--- src/rtl/exp_taylor_series_assert.svh ---
// Assertion macros shared by the exponential series block.
`ifndef EXP_TAYLOR_SERIES_ASSERT_SVH
`define EXP_TAYLOR_SERIES_ASSERT_SVH

// A property that must hold at every clock edge outside reset.
`define ETS_ASSERT(lbl, prop, msg) \
	lbl: assert property (@(posedge clk) disable iff (!arst_n) prop) else $error(msg);

// A condition that must never be seen outside reset.
`define ETS_NEVER(lbl, cond, msg) \
	lbl: assert property (@(posedge clk) disable iff (!arst_n) !(cond)) else $error(msg);

`endif

--- src/rtl/ets_pkg.sv ---
// Package with types, constants and the reciprocal table of the exponential series block.
package ets_pkg;

	localparam int unsigned MAX_TERMS_DEF = 20;
	localparam int unsigned ARG_W = 32;
	localparam int unsigned TERM_W = 64;
	localparam int unsigned SUM_W = 48;
	localparam int unsigned CNT_W = 5;
	localparam int unsigned RCP_DEPTH = 20;

	localparam logic [63:0] ONE_Q32 = 64'h0000_0001_0000_0000;
	localparam logic [SUM_W-1:0] SUM_MAX = '1;

	// Reciprocal 1/k in Q0.32, rounded to nearest. Entries 0 and 1 are unused.
	localparam logic [31:0] RCP_TABLE [RCP_DEPTH] = '{
		32'd0,
		32'd0,
		32'((ONE_Q32 + 64'd1) / 64'd2),
		32'((ONE_Q32 + 64'd1) / 64'd3),
		32'((ONE_Q32 + 64'd2) / 64'd4),
		32'((ONE_Q32 + 64'd2) / 64'd5),
		32'((ONE_Q32 + 64'd3) / 64'd6),
		32'((ONE_Q32 + 64'd3) / 64'd7),
		32'((ONE_Q32 + 64'd4) / 64'd8),
		32'((ONE_Q32 + 64'd4) / 64'd9),
		32'((ONE_Q32 + 64'd5) / 64'd10),
		32'((ONE_Q32 + 64'd5) / 64'd11),
		32'((ONE_Q32 + 64'd6) / 64'd12),
		32'((ONE_Q32 + 64'd6) / 64'd13),
		32'((ONE_Q32 + 64'd7) / 64'd14),
		32'((ONE_Q32 + 64'd7) / 64'd15),
		32'((ONE_Q32 + 64'd8) / 64'd16),
		32'((ONE_Q32 + 64'd8) / 64'd17),
		32'((ONE_Q32 + 64'd9) / 64'd18),
		32'((ONE_Q32 + 64'd9) / 64'd19)
	};

	// Register indexes of the configuration port.
	typedef enum logic [0:0] {
		REG_TERM_COUNT = 1'b0,
		REG_UNUSED     = 1'b1
	} reg_idx_t;

	// Commands from the controller to the datapath.
	typedef struct packed {
		logic             load;
		logic             accumulate;
		logic             mul_lo;
		logic             mul_hi;
		logic             combine;
		logic             use_rcp;
		logic             publish;
		logic [CNT_W-1:0] k;
	} ets_cmd_t;

	// Status from the datapath to the controller.
	typedef struct packed {
		logic acc_ovf;
	} ets_stat_t;

	function automatic logic [31:0] rcp_lookup(input logic [CNT_W-1:0] k);
		logic [31:0] r;
		r = '0;
		if (k < CNT_W'(RCP_DEPTH)) begin
			r = RCP_TABLE[k];
		end
		return r;
	endfunction

endpackage

--- src/rtl/ets_if.sv ---
// Valid-ready channel interfaces for the argument and the result of the series block.
interface ets_arg_if
	import ets_pkg::*;
	();
	logic             valid;
	logic             ready;
	logic [ARG_W-1:0] argument;

	modport source (output valid, output argument, input ready);
	modport sink (input valid, input argument, output ready);
endinterface

interface ets_res_if
	import ets_pkg::*;
	();
	logic             valid;
	logic             ready;
	logic [SUM_W-1:0] exp_value;
	logic             overflow;

	modport source (output valid, output exp_value, output overflow, input ready);
	modport sink (input valid, input exp_value, input overflow, output ready);
endinterface

--- src/rtl/ets_ctrl.sv ---
// Controller state machine that sequences the series terms.
`include "exp_taylor_series_assert.svh"

module ets_ctrl
	import ets_pkg::*;
#(
	parameter int unsigned MAX_TERMS = MAX_TERMS_DEF
) (
	input  logic             clk,
	input  logic             arst_n,
	input  logic [CNT_W-1:0] term_count,
	input  logic             in_valid,
	output logic             in_ready,
	output logic             out_valid,
	input  logic             out_ready,
	output ets_cmd_t         cmd,
	input  ets_stat_t        stat
);

	typedef enum logic [2:0] {
		ST_IDLE,
		ST_ACC,
		ST_MLO,
		ST_MHI,
		ST_COMB,
		ST_DONE
	} state_t;

	state_t           state_q;
	logic [CNT_W-1:0] n_q;
	logic [CNT_W-1:0] k_q;
	logic             rcp_q;
	logic             out_valid_q;
	logic [CNT_W-1:0] n_cap;
	logic             in_fire;
	logic             publish;

	assign n_cap = (term_count > CNT_W'(MAX_TERMS)) ? CNT_W'(MAX_TERMS) : term_count;
	assign in_ready = (state_q == ST_IDLE);
	assign in_fire = in_valid && in_ready;
	assign publish = (state_q == ST_DONE) && (!out_valid_q || out_ready);
	assign out_valid = out_valid_q;

	always_comb begin
		cmd = '0;
		cmd.load = in_fire;
		cmd.accumulate = (state_q == ST_ACC);
		cmd.mul_lo = (state_q == ST_MLO);
		cmd.mul_hi = (state_q == ST_MHI);
		cmd.combine = (state_q == ST_COMB);
		cmd.use_rcp = rcp_q;
		cmd.publish = publish;
		cmd.k = k_q;
	end

	always_ff @(posedge clk or negedge arst_n) begin
		if (!arst_n) begin
			state_q <= ST_IDLE;
			n_q <= '0;
			k_q <= '0;
			rcp_q <= 1'b0;
			out_valid_q <= 1'b0;
		end else begin
			if (publish) begin
				out_valid_q <= 1'b1;
			end else if (out_valid_q && out_ready) begin
				out_valid_q <= 1'b0;
			end
			case (state_q)
				ST_IDLE: begin
					if (in_fire) begin
						n_q <= n_cap;
						k_q <= '0;
						rcp_q <= 1'b0;
						state_q <= (n_cap == '0) ? ST_DONE : ST_ACC;
					end
				end
				ST_ACC: begin
					if (stat.acc_ovf || (k_q + CNT_W'(1) == n_q)) begin
						state_q <= ST_DONE;
					end else begin
						k_q <= k_q + CNT_W'(1);
						rcp_q <= 1'b0;
						state_q <= ST_MLO;
					end
				end
				ST_MLO: begin
					state_q <= ST_MHI;
				end
				ST_MHI: begin
					state_q <= ST_COMB;
				end
				ST_COMB: begin
					if (!rcp_q && (k_q >= CNT_W'(2))) begin
						rcp_q <= 1'b1;
						state_q <= ST_MLO;
					end else begin
						state_q <= ST_ACC;
					end
				end
				ST_DONE: begin
					if (publish) begin
						state_q <= ST_IDLE;
					end
				end
				default: begin
					state_q <= ST_IDLE;
				end
			endcase
		end
	end

	`ETS_ASSERT(a_accept_starts, in_fire |=> (state_q == ST_ACC) || (state_q == ST_DONE), "accepted item did not start")
	`ETS_NEVER(a_k_range, k_q >= CNT_W'(MAX_TERMS), "term index beyond the cap")
	`ETS_ASSERT(a_valid_from_done, $rose(out_valid_q) |-> $past(state_q == ST_DONE), "result shown without finishing")

endmodule

--- src/rtl/ets_dp.sv ---
// Datapath with the shared multiplier, term register and saturating accumulator.
module ets_dp
	import ets_pkg::*;
(
	input  logic             clk,
	input  logic [ARG_W-1:0] argument,
	input  ets_cmd_t         cmd,
	output ets_stat_t        stat,
	output logic [SUM_W-1:0] exp_value,
	output logic             overflow
);

	logic [ARG_W-1:0]  x_q;
	logic [TERM_W-1:0] term_q;
	logic [SUM_W-1:0]  sum_q;
	logic              ovf_q;
	logic [63:0]       plo_q;
	logic [63:0]       phi_q;
	logic [SUM_W-1:0]  exp_q;
	logic              ovf_out_q;

	logic [31:0]       mul_a;
	logic [31:0]       mul_b;
	logic [63:0]       mul_p;
	logic [95:0]       wide;
	logic [TERM_W-1:0] next_term;
	logic [SUM_W:0]    sum_ext;
	logic              acc_ovf;

	// One 32 by 32 multiplier, fed with the low or high half of the term.
	assign mul_a = cmd.mul_hi ? term_q[63:32] : term_q[31:0];
	assign mul_b = cmd.use_rcp ? rcp_lookup(cmd.k) : x_q;
	assign mul_p = 64'(mul_a) * 64'(mul_b);

	// Join the partial products and scale: by 2^28 for x, by 2^32 for 1/k.
	assign wide = {phi_q, 32'b0} + {32'b0, plo_q};
	always_comb begin
		if (cmd.use_rcp) begin
			next_term = wide[95:32];
		end else if (wide[95:92] != '0) begin
			next_term = '1;
		end else begin
			next_term = wide[91:28];
		end
	end

	assign sum_ext = {1'b0, sum_q} + {1'b0, term_q[SUM_W-1:0]};
	assign acc_ovf = (term_q[TERM_W-1:SUM_W] != '0) || sum_ext[SUM_W];
	assign stat.acc_ovf = acc_ovf;

	always_ff @(posedge clk) begin
		if (cmd.load) begin
			x_q <= argument;
			term_q <= ONE_Q32;
			sum_q <= '0;
			ovf_q <= 1'b0;
		end else begin
			if (cmd.mul_lo) begin
				plo_q <= mul_p;
			end
			if (cmd.mul_hi) begin
				phi_q <= mul_p;
			end
			if (cmd.combine) begin
				term_q <= next_term;
			end
			if (cmd.accumulate) begin
				if (acc_ovf) begin
					sum_q <= SUM_MAX;
					ovf_q <= 1'b1;
				end else begin
					sum_q <= sum_ext[SUM_W-1:0];
				end
			end
		end
		if (cmd.publish) begin
			exp_q <= sum_q;
			ovf_out_q <= ovf_q;
		end
	end

	assign exp_value = exp_q;
	assign overflow = ovf_out_q;

endmodule

--- src/rtl/exp_taylor_series.sv ---
// Top level of the truncated Taylor series exponential block.
//
// Channel    Kind          Direction  Carries
// operand    valid/ready   in         argument, unsigned Q4.28
// result     valid/ready   out        exp_value (unsigned Q16.32), overflow
// apb        APB-style     in/out     term_count at byte address 0
//
// Because of the single 32 by 32 multiplier, term 1 needs one pass (times
// x) and every later term two (times x, then times 1/k), each pass two
// partial products and a combine, and an accumulate step adds each term
// into the sum. The series stops early once the sum saturates. A result
// that finds the output register still occupied waits in the controller
// until the earlier result has had its transfer.
// Reset clears the controller and sets term_count to 20; no clearing pass.
// A new argument is taken as soon as the controller is idle, while a finished
// result may still wait in the output register for its transfer.
module exp_taylor_series
	import ets_pkg::*;
#(
	parameter int unsigned MAX_TERMS = MAX_TERMS_DEF
) (
	input  logic        clk,
	input  logic        arst_n,
	input  logic        psel,
	input  logic        penable,
	input  logic        pwrite,
	input  logic [2:0]  paddr,
	input  logic [31:0] pwdata,
	output logic [31:0] prdata,
	output logic        pready,
	ets_arg_if.sink     operand,
	ets_res_if.source   result
);

	logic [CNT_W-1:0] term_count_q;
	reg_idx_t         reg_idx;
	logic             cfg_write;
	ets_cmd_t         cmd;
	ets_stat_t        stat;

	// Registers sit on 32-bit words; bit 2 picks the word, lower bits are ignored.
	assign reg_idx = reg_idx_t'(paddr[2]);
	assign pready = 1'b1;
	assign cfg_write = psel && penable && pwrite && pready;

	always_ff @(posedge clk or negedge arst_n) begin
		if (!arst_n) begin
			term_count_q <= CNT_W'(MAX_TERMS_DEF);
		end else if (cfg_write && (reg_idx == REG_TERM_COUNT)) begin
			term_count_q <= pwdata[CNT_W-1:0];
		end
	end

	always_comb begin
		case (reg_idx)
			REG_TERM_COUNT: prdata = {{(32-CNT_W){1'b0}}, term_count_q};
			default:        prdata = '0;
		endcase
	end

	// The controller walks through the terms; the datapath does the arithmetic.
	ets_ctrl #(
		.MAX_TERMS(MAX_TERMS)
	) u_ctrl (
		.clk        (clk),
		.arst_n     (arst_n),
		.term_count (term_count_q),
		.in_valid   (operand.valid),
		.in_ready   (operand.ready),
		.out_valid  (result.valid),
		.out_ready  (result.ready),
		.cmd        (cmd),
		.stat       (stat)
	);

	ets_dp u_dp (
		.clk        (clk),
		.argument   (operand.argument),
		.cmd        (cmd),
		.stat       (stat),
		.exp_value  (result.exp_value),
		.overflow   (result.overflow)
	);

endmodule
--- src/flat_wrapper.sv ---
// flat-port wrapper written by rule: the top's interface ports become plain ports
module exp_taylor_series_flat import ets_pkg::*;
#(
	parameter int unsigned MAX_TERMS = MAX_TERMS_DEF
)
  (clk, arst_n, psel, penable, pwrite, paddr, pwdata, prdata, pready, operand_valid, operand_argument, operand_ready, result_valid, result_exp_value, result_overflow, result_ready);
  ets_arg_if operand_i ();
  ets_res_if result_i ();
  input  logic clk;
  input  logic arst_n;
  input  logic psel;
  input  logic penable;
  input  logic pwrite;
  input  logic [2:0] paddr;
  input  logic [31:0] pwdata;
  output logic [31:0] prdata;
  output logic pready;
  input wire logic [$bits(operand_i.valid)-1:0] operand_valid;
  input wire logic [$bits(operand_i.argument)-1:0] operand_argument;
  output wire logic [$bits(operand_i.ready)-1:0] operand_ready;
  output wire logic [$bits(result_i.valid)-1:0] result_valid;
  output wire logic [$bits(result_i.exp_value)-1:0] result_exp_value;
  output wire logic [$bits(result_i.overflow)-1:0] result_overflow;
  input wire logic [$bits(result_i.ready)-1:0] result_ready;
  assign operand_i.valid = operand_valid;
  assign operand_i.argument = operand_argument;
  assign operand_ready = operand_i.ready;
  assign result_valid = result_i.valid;
  assign result_exp_value = result_i.exp_value;
  assign result_overflow = result_i.overflow;
  assign result_i.ready = result_ready;
  exp_taylor_series #(.MAX_TERMS(MAX_TERMS)) u_core (.clk(clk), .arst_n(arst_n), .psel(psel), .penable(penable), .pwrite(pwrite), .paddr(paddr), .pwdata(pwdata), .prdata(prdata), .pready(pready), .operand(operand_i), .result(result_i));
endmodule
--- config.mk ---
export PLATFORM = sky130hd
export DESIGN_NAME = exp_taylor_series_flat
export DESIGN_NICKNAME = d
export VERILOG_FILES = /design/src/rtl/ets_pkg.sv /design/src/rtl/ets_if.sv /design/src/rtl/ets_ctrl.sv /design/src/rtl/ets_dp.sv /design/src/rtl/exp_taylor_series.sv /design/src/flat_wrapper.sv
export VERILOG_INCLUDE_DIRS = /design/src /design/src/rtl
export SDC_FILE = /design/constraint.sdc
export NUM_CORES = 2
export LEC_CHECK = 0
export ABC_CLOCK_PERIOD_IN_PS = 11090
export BUFFER_PORTS_ARGS = -buffer_cell sky130_fd_sc_hd__buf_4
export CORE_UTILIZATION = 55
export CTS_CLUSTER_SIZE = 28
export DETAILED_ROUTE_END_ITERATION = 16
export PLACE_DENSITY = 0.7
export SETUP_SLACK_MARGIN = 0.1
export SLEW_MARGIN = 15
export SYNTH_ARGS = -nofsm -noshare
export SYNTH_HDL_FRONTEND = slang
export SYNTH_HIERARCHICAL = 1
export SYNTH_SLANG_ARGS = --single-unit
--- constraint.sdc ---
create_clock -name clk -period 11.09 [get_ports clk]
set_input_delay 0.5545 -clock clk [delete_from_list [all_inputs] [get_ports clk]]
set_output_delay 0.5545 -clock clk [all_outputs]
set_load 0.01 [all_outputs]
Word level (Yosys, flattened, before mapping)
Memories as Yosys holds them, arrays and structs flattened. Index checks and enable logic that the tools add are counted. W data, S select, Z words.

Flip-flop bits (word level): 342. Bits of input ports: 74. Word-level logic and storage cells: 87. Output and inout bits: 84. Memories: 1. Bits in read-only memories: 1024.

Memories: (name not given) (words 32, width 32, read ports 1, clocked after memory_dff 0, write ports 0, RTL line ets_pkg.sv:65) `r = RCP_TABLE[k];`.

Bitwise gates (word level): 3. Multiplexer cells: 25. Reductions and logical operators: 26. $lt $le $gt $ge: 4. Eq/ne operators: 10. $mul: 1. $add $sub $neg: 3.

Operators by type and width (count): $mux W32 (5); $mux W64 (2); $add A96 B64 Y96 (1); $mul A32 B32 Y64 (1); $add A48 B48 Y49 (1); $mux W48 (1); $mux W5 (4); $pmux W3 S6 (1); $reduce_bool A16 Y1 (1); $mux W3 (4); $pmux W5 S2 (1); $reduce_and A2 Y1 (5); $logic_and A1 B1 Y1 (7); $eq A3 B2 Y1 const B (2); $eq A3 B3 Y1 const B (2); $ge A6 B6 Y1 const B (1); $ne A2 B2 Y1 const B (3); $not A5 Y6 (1); $add A5 B1 Y5 const B (1); $eq A5 B5 Y1 (1); $ge A5 B2 Y1 const B (1); $gt A5 B5 Y1 const B (1); $logic_not A5 Y1 (1); $lt A5 B5 Y1 const B (1); 14 further kinds (23).

Depth between registers and ports, before layout
Depth after elaboration: 7. Gate-level depth with buffers: 38. Mapped depth without buffers: 36.

Modules after synthesis
Netlist, hierarchy kept.

Modules (own cells, without submodules): ets_dp (area each 48126.2 um^2, cells an instance 5264, instances 1, sequential area each 7697.4 um^2); ets_ctrl (area each 942.2 um^2, cells an instance 108, instances 1, sequential area each 375.4 um^2); exp_taylor_series (area each 469.2 um^2, cells an instance 46, instances 1, sequential area each 127.6 um^2).

Least setup slack after synthesis
No wires, ideal clock.

Kind: flip-flop to flip-flop. Start: register u_core.u_ctrl.state_q[0]. End: register u_core.u_dp.phi_q[59], data pin. Library setup time: 269 ps. Data arrival time: 9180 ps. Setup slack: 1641 ps. Path buffers: 5. Data required time: 10821 ps. Period minus slack after synthesis: 9449 ps. Stages on the path, launching flop included: 33. Cells stage by stage: dfrtp_1 -> clkbuf_1 -> nor2b_1 -> and2_1 -> clkbuf_1 -> buf_1 -> mux2i_1 -> clkbuf_1 -> nor2_1 -> fa_1 -> inv_1 -> fa_1 -> fa_1 -> fa_1 -> inv_1 -> fa_1 -> fa_1 -> fa_1 -> inv_1 -> fa_1 -> inv_1 -> ha_1 -> clkbuf_1 -> and3_1 -> and2_1 -> a221o_1 -> nand2_1 -> o21ai_0 -> o41ai_1 -> nor3_1 -> o311ai_0 -> o21ai_0 -> xor2_1.

RTL lines: start: declaration (RTL line ets_ctrl.sv:29) `state_t state_q;`; start signal: assignment (RTL line ets_ctrl.sv:75) `state_q <= (n_cap == '0) ? ST_DONE : ST_ACC;`; end signal: assignment (RTL line ets_dp.sv:62) `phi_q <= mul_p;`; end: declaration (RTL line ets_dp.sv:18) `logic [63:0] phi_q;`.

==> flow_summary_export.csv <==
group,metric,value,unit
sta,relSlewSlack,22.8,%
worst_setup_path,worstPathRequired,11450,ps
layout,antenna_cells,0,
worst_setup_path,crit_arrival,10940,ps
yosys,netlist_instances,5418,
global_route,grt_usage,36.2,%
sta,finalSetupTns,0,ps
clocking,cts_num_sinks,314,
clocking,path_clk_slew,70,ps
min_path,hold_class,"in2reg",
sta,setup_violations,0,
yosys,yosys.area.top_type,"fa_1",
yosys,seq_area_frac_synth,16.6,%
sta,post-route-period-util,95.4,%
layout,utilization,60.1,%
die,initial_core_util,55.8,%
global_route,grt_pass1_vias,40000,
drt,via_per_inst,5.97,
yosys,postSynthAreaPerCell,9.14,um2
drt,wl_per_cell,24.3,um
sta,fin_ws,513,ps
drt,drtIter0Drc,4008,
die,dieArea,0.0913,mm2
worst_setup_path,worstPathBufferInverterCount,9,
layout,syn_to_final_growth,7.75,%
global_route,antenna_found_initial,6,
placement,hpwl,131000,um
sta,rsz0062_at_grt,"false",
yosys,synth_warnings,6,
die,core,0.0888,mm2
worst_setup_path,crit_slowest_cell,"mux2i_4",
sta,min_period,10580,ps
clocking,cts-buffers-inserted,38,
drt,drt-pass1-iter-count,6,
drt,ant_nets,0,
layout,num-fill-cells,7694,
sta,hold_slack,105,ps
global_route,grt_overflow,0,
die,die-width,302,um
placement,preCtsSetupSlack,611,ps
drt,vias,39700,
clocking,clockRootBuffer,"clkbuf_16",
run_status,status,"completed",
placement,gp_congestion,1.03,
clocking,clk_path_buf_depth,3,
layout,fin_nets,6780,
yosys,synth_edf_count,181,
sta,fmax,94.5,MHz
drt,route.detailed.drc,0,
worst_setup_path,cp_common_cell,"fa_1",
global_route,grt_first_pass_wirelength,243000,um
placement,io_buffers,100,
run,maxCapViolations,0,
sta,fin_skew,44.7,ps
clocking,cts_tree,"built",
worst_setup_path,crit_family,"adder cells",
yosys,yosysTopAreaCellShare,36.3,%
layout,drive_gt1_share,8.09,%
yosys,synth_seq_cells,314,
sta,hold_viol,0,
sta,final_max_slew_viol_count,0,
clocking,clk_latency,620,ps
die,die_h,302,um
yosys,synth_area,0.0495,mm2
worst_setup_path,cp-start-kind,"flop",
drt,wirelength,162000,um
worst_setup_path,critPathKind,"reg2reg",
yosys,yosys_most_used_dff,"edfxtp_1",
die,num_rows,109,
worst_setup_path,timing.critical_path.slowest_cell_delay,780,ps
die,pin_count,158,
sta,worst_slew_pin_slew,1160,ps
worst_setup_path,cp_max_fo,25,
clocking,cts_htree_levels,2,
global_route,grt_max_degree,85,
yosys,synth.area.top_cells,"fa_1, edfxtp_1, ha_1, inv_1, nand2_1",
worst_setup_path,cp-end-kind,"flop",
yosys,ys_async_sr_fraction,6.37,%
yosys,yosysUniqueCellTypes,82,
==> registers in the layout (all words and copies together), names as in the netlist <==
signal and cells:
u_core/u_dp/overflow 1, u_core/u_ctrl/n_q 5, u_core/u_ctrl/rcp_q 1, u_core/u_ctrl/out_valid 1
u_core/u_ctrl/state_q 3, u_core/u_dp/term_q 64, u_core/u_dp/sum_q 48, u_core/u_dp/plo_q 36
u_core/u_dp/phi_q 64, u_core/term_count_q 5, u_core/u_ctrl/k_q 5, u_core/u_dp/exp_value 48
u_core/u_dp/x_q 32, u_core/u_dp/ovf_q 1
==> logic make-up (layout without fill, tap and decap cells) <==
kind of cell / count (synthesis) / count (layout) / share of synthesized area [%]
flip-flops: 314 / 314 / 16.6
XOR/XNOR: 169 / 169 / 2.99
other: 2 / 28 / 0.0152
adder cells (fa/ha/maj): 1250 / 1250 / 45.2
buffers and inverters: 1246 / 1286 / 9.78
AO/OA/AOI/OAI: 749 / 749 / 10.3
multiplexers: 77 / 77 / 1.66
AND/OR/NAND/NOR: 1611 / 1612 / 13.5
==> final cells by class <==
| type | instances | area, um2 | area share [%] |
|---|---|---|---|
| Clock buffer | 47 | 1020 | 1.90 |
| Clock inverter | 22 | 272 | 0.509 |
| Inverter | 963 | 3620 | 6.78 |
| Multi-Input combinational cell | 3885 | 36900 | 69.1 |
| Sequential cell | 314 | 8210 | 15.4 |
| Tap cell | 1165 | 1460 | 2.73 |
| Timing Repair Buffer | 254 | 1930 | 3.62 |
==> Yosys cell counts, drive strengths merged (11+ instances only) <==
cell    number
a211o       13
a211oi      36
a21o       152
a21oi      178
a221oi      55
a311oi      34
a31oi       39
and2        27
and3        28
buf         58
clkbuf     225
dfrtp       18
dfxtp      113
edfxtp     181
fa         898
ha         352
inv        963
mux2        40
mux2i       37
nand2      678
nand2b      18
nand3       39
nand4       33
nor2       674
nor2b       23
nor3        39
nor4        17
o211ai      16
o21a        20
o21ai      108
o21bai      15
o31ai       11
xnor2      109
xor2        60
==> layer usage <==
layer	vias to the layer above	wire (um)	track usage [%]
li1	17200	-	-
met1	19800	62800	48.4
met2	2163	71000	54.7
met3	533	16400	7.44
met4	8	11600	21.7
met5	-	65	0
==> timing repair <==
| item | in CTS | in global routing |
|---|---|---|
| hold buffers | 1 | 0 |
| endpoints found under the hold margin | 18 | 0 |
| setup buffers | 0 | 0 |
| resized for setup | 0 | 6 |
| endpoints found under the setup margin | 0 | 2 |
==> cell usage in the layout, fill, tap and decap left out, types with 11 or more instances in the layout <==
| cell type | n |
|---|---|
| inv_1 | 961 |
| nor2_1 | 673 |
| nand2b_1 | 17 |
| o21bai_1 | 15 |
| xnor2_1 | 109 |
| o21a_1 | 19 |
| nor3_1 | 34 |
| nor2b_1 | 20 |
| and3_1 | 28 |
| a311oi_1 | 34 |
| a21oi_1 | 171 |
| a211oi_1 | 34 |
| a31oi_1 | 36 |
| and2_1 | 25 |
| conb_1 | 28 |
| o21ai_0 | 103 |
| nor4_1 | 16 |
| a21o_1 | 149 |
| nand3_1 | 39 |
| nand2_1 | 678 |
| nand4_1 | 32 |
| a221oi_1 | 53 |
| o31ai_1 | 11 |
| mux2_2 | 39 |
| edfxtp_1 | 181 |
| mux2i_2 | 18 |
| fa_1 | 898 |
| buf_4 | 251 |
| clkbuf_16 | 39 |
| dfrtp_1 | 15 |
| ha_1 | 352 |
| a211o_1 | 13 |
| o211ai_1 | 16 |
| mux2i_1 | 13 |
| dfxtp_1 | 113 |
| xor2_1 | 60 |
==> stage by stage <==
stage,instance area (um2),instances
final,53400,6650
after global routing,53400,6650
after CTS,53400,6649
after floorplan,49600,5444
after detailed placement,52100,6579
after global placement,52100,6579
==> final timing paths <==
kind | startpoint | endpoint | slack, ps | depth (start not counted)
max reg2reg | u_core/u_ctrl/state_q[0]$_DFFE_PN0P_ | u_core/u_dp/phi_q[63]$_DFFE_PP_ | 510 | 32
max in group asynchronous | arst_n | u_core/term_count_q[4]$_DFFE_PN1P_ | 10440 | 2
min | operand_argument[6] | u_core/u_dp/x_q[6]$_DFFE_PP_ | 110 | 1
max | u_core/u_ctrl/state_q[0]$_DFFE_PN0P_ | u_core/u_dp/phi_q[63]$_DFFE_PP_ | 510 | 32
min reg2reg | u_core/u_dp/ovf_q$_SDFFE_PP0P_ | u_core/u_dp/overflow$_DFFE_PP_ | 440 | 0
min in group asynchronous | arst_n | u_core/u_ctrl/n_q[0]$_DFFE_PN0P_ | 380 | 2
Power is left out: the tool's default activity adds up to more than one toggle a clock period on the data nets, which glitch-free logic cannot reach.
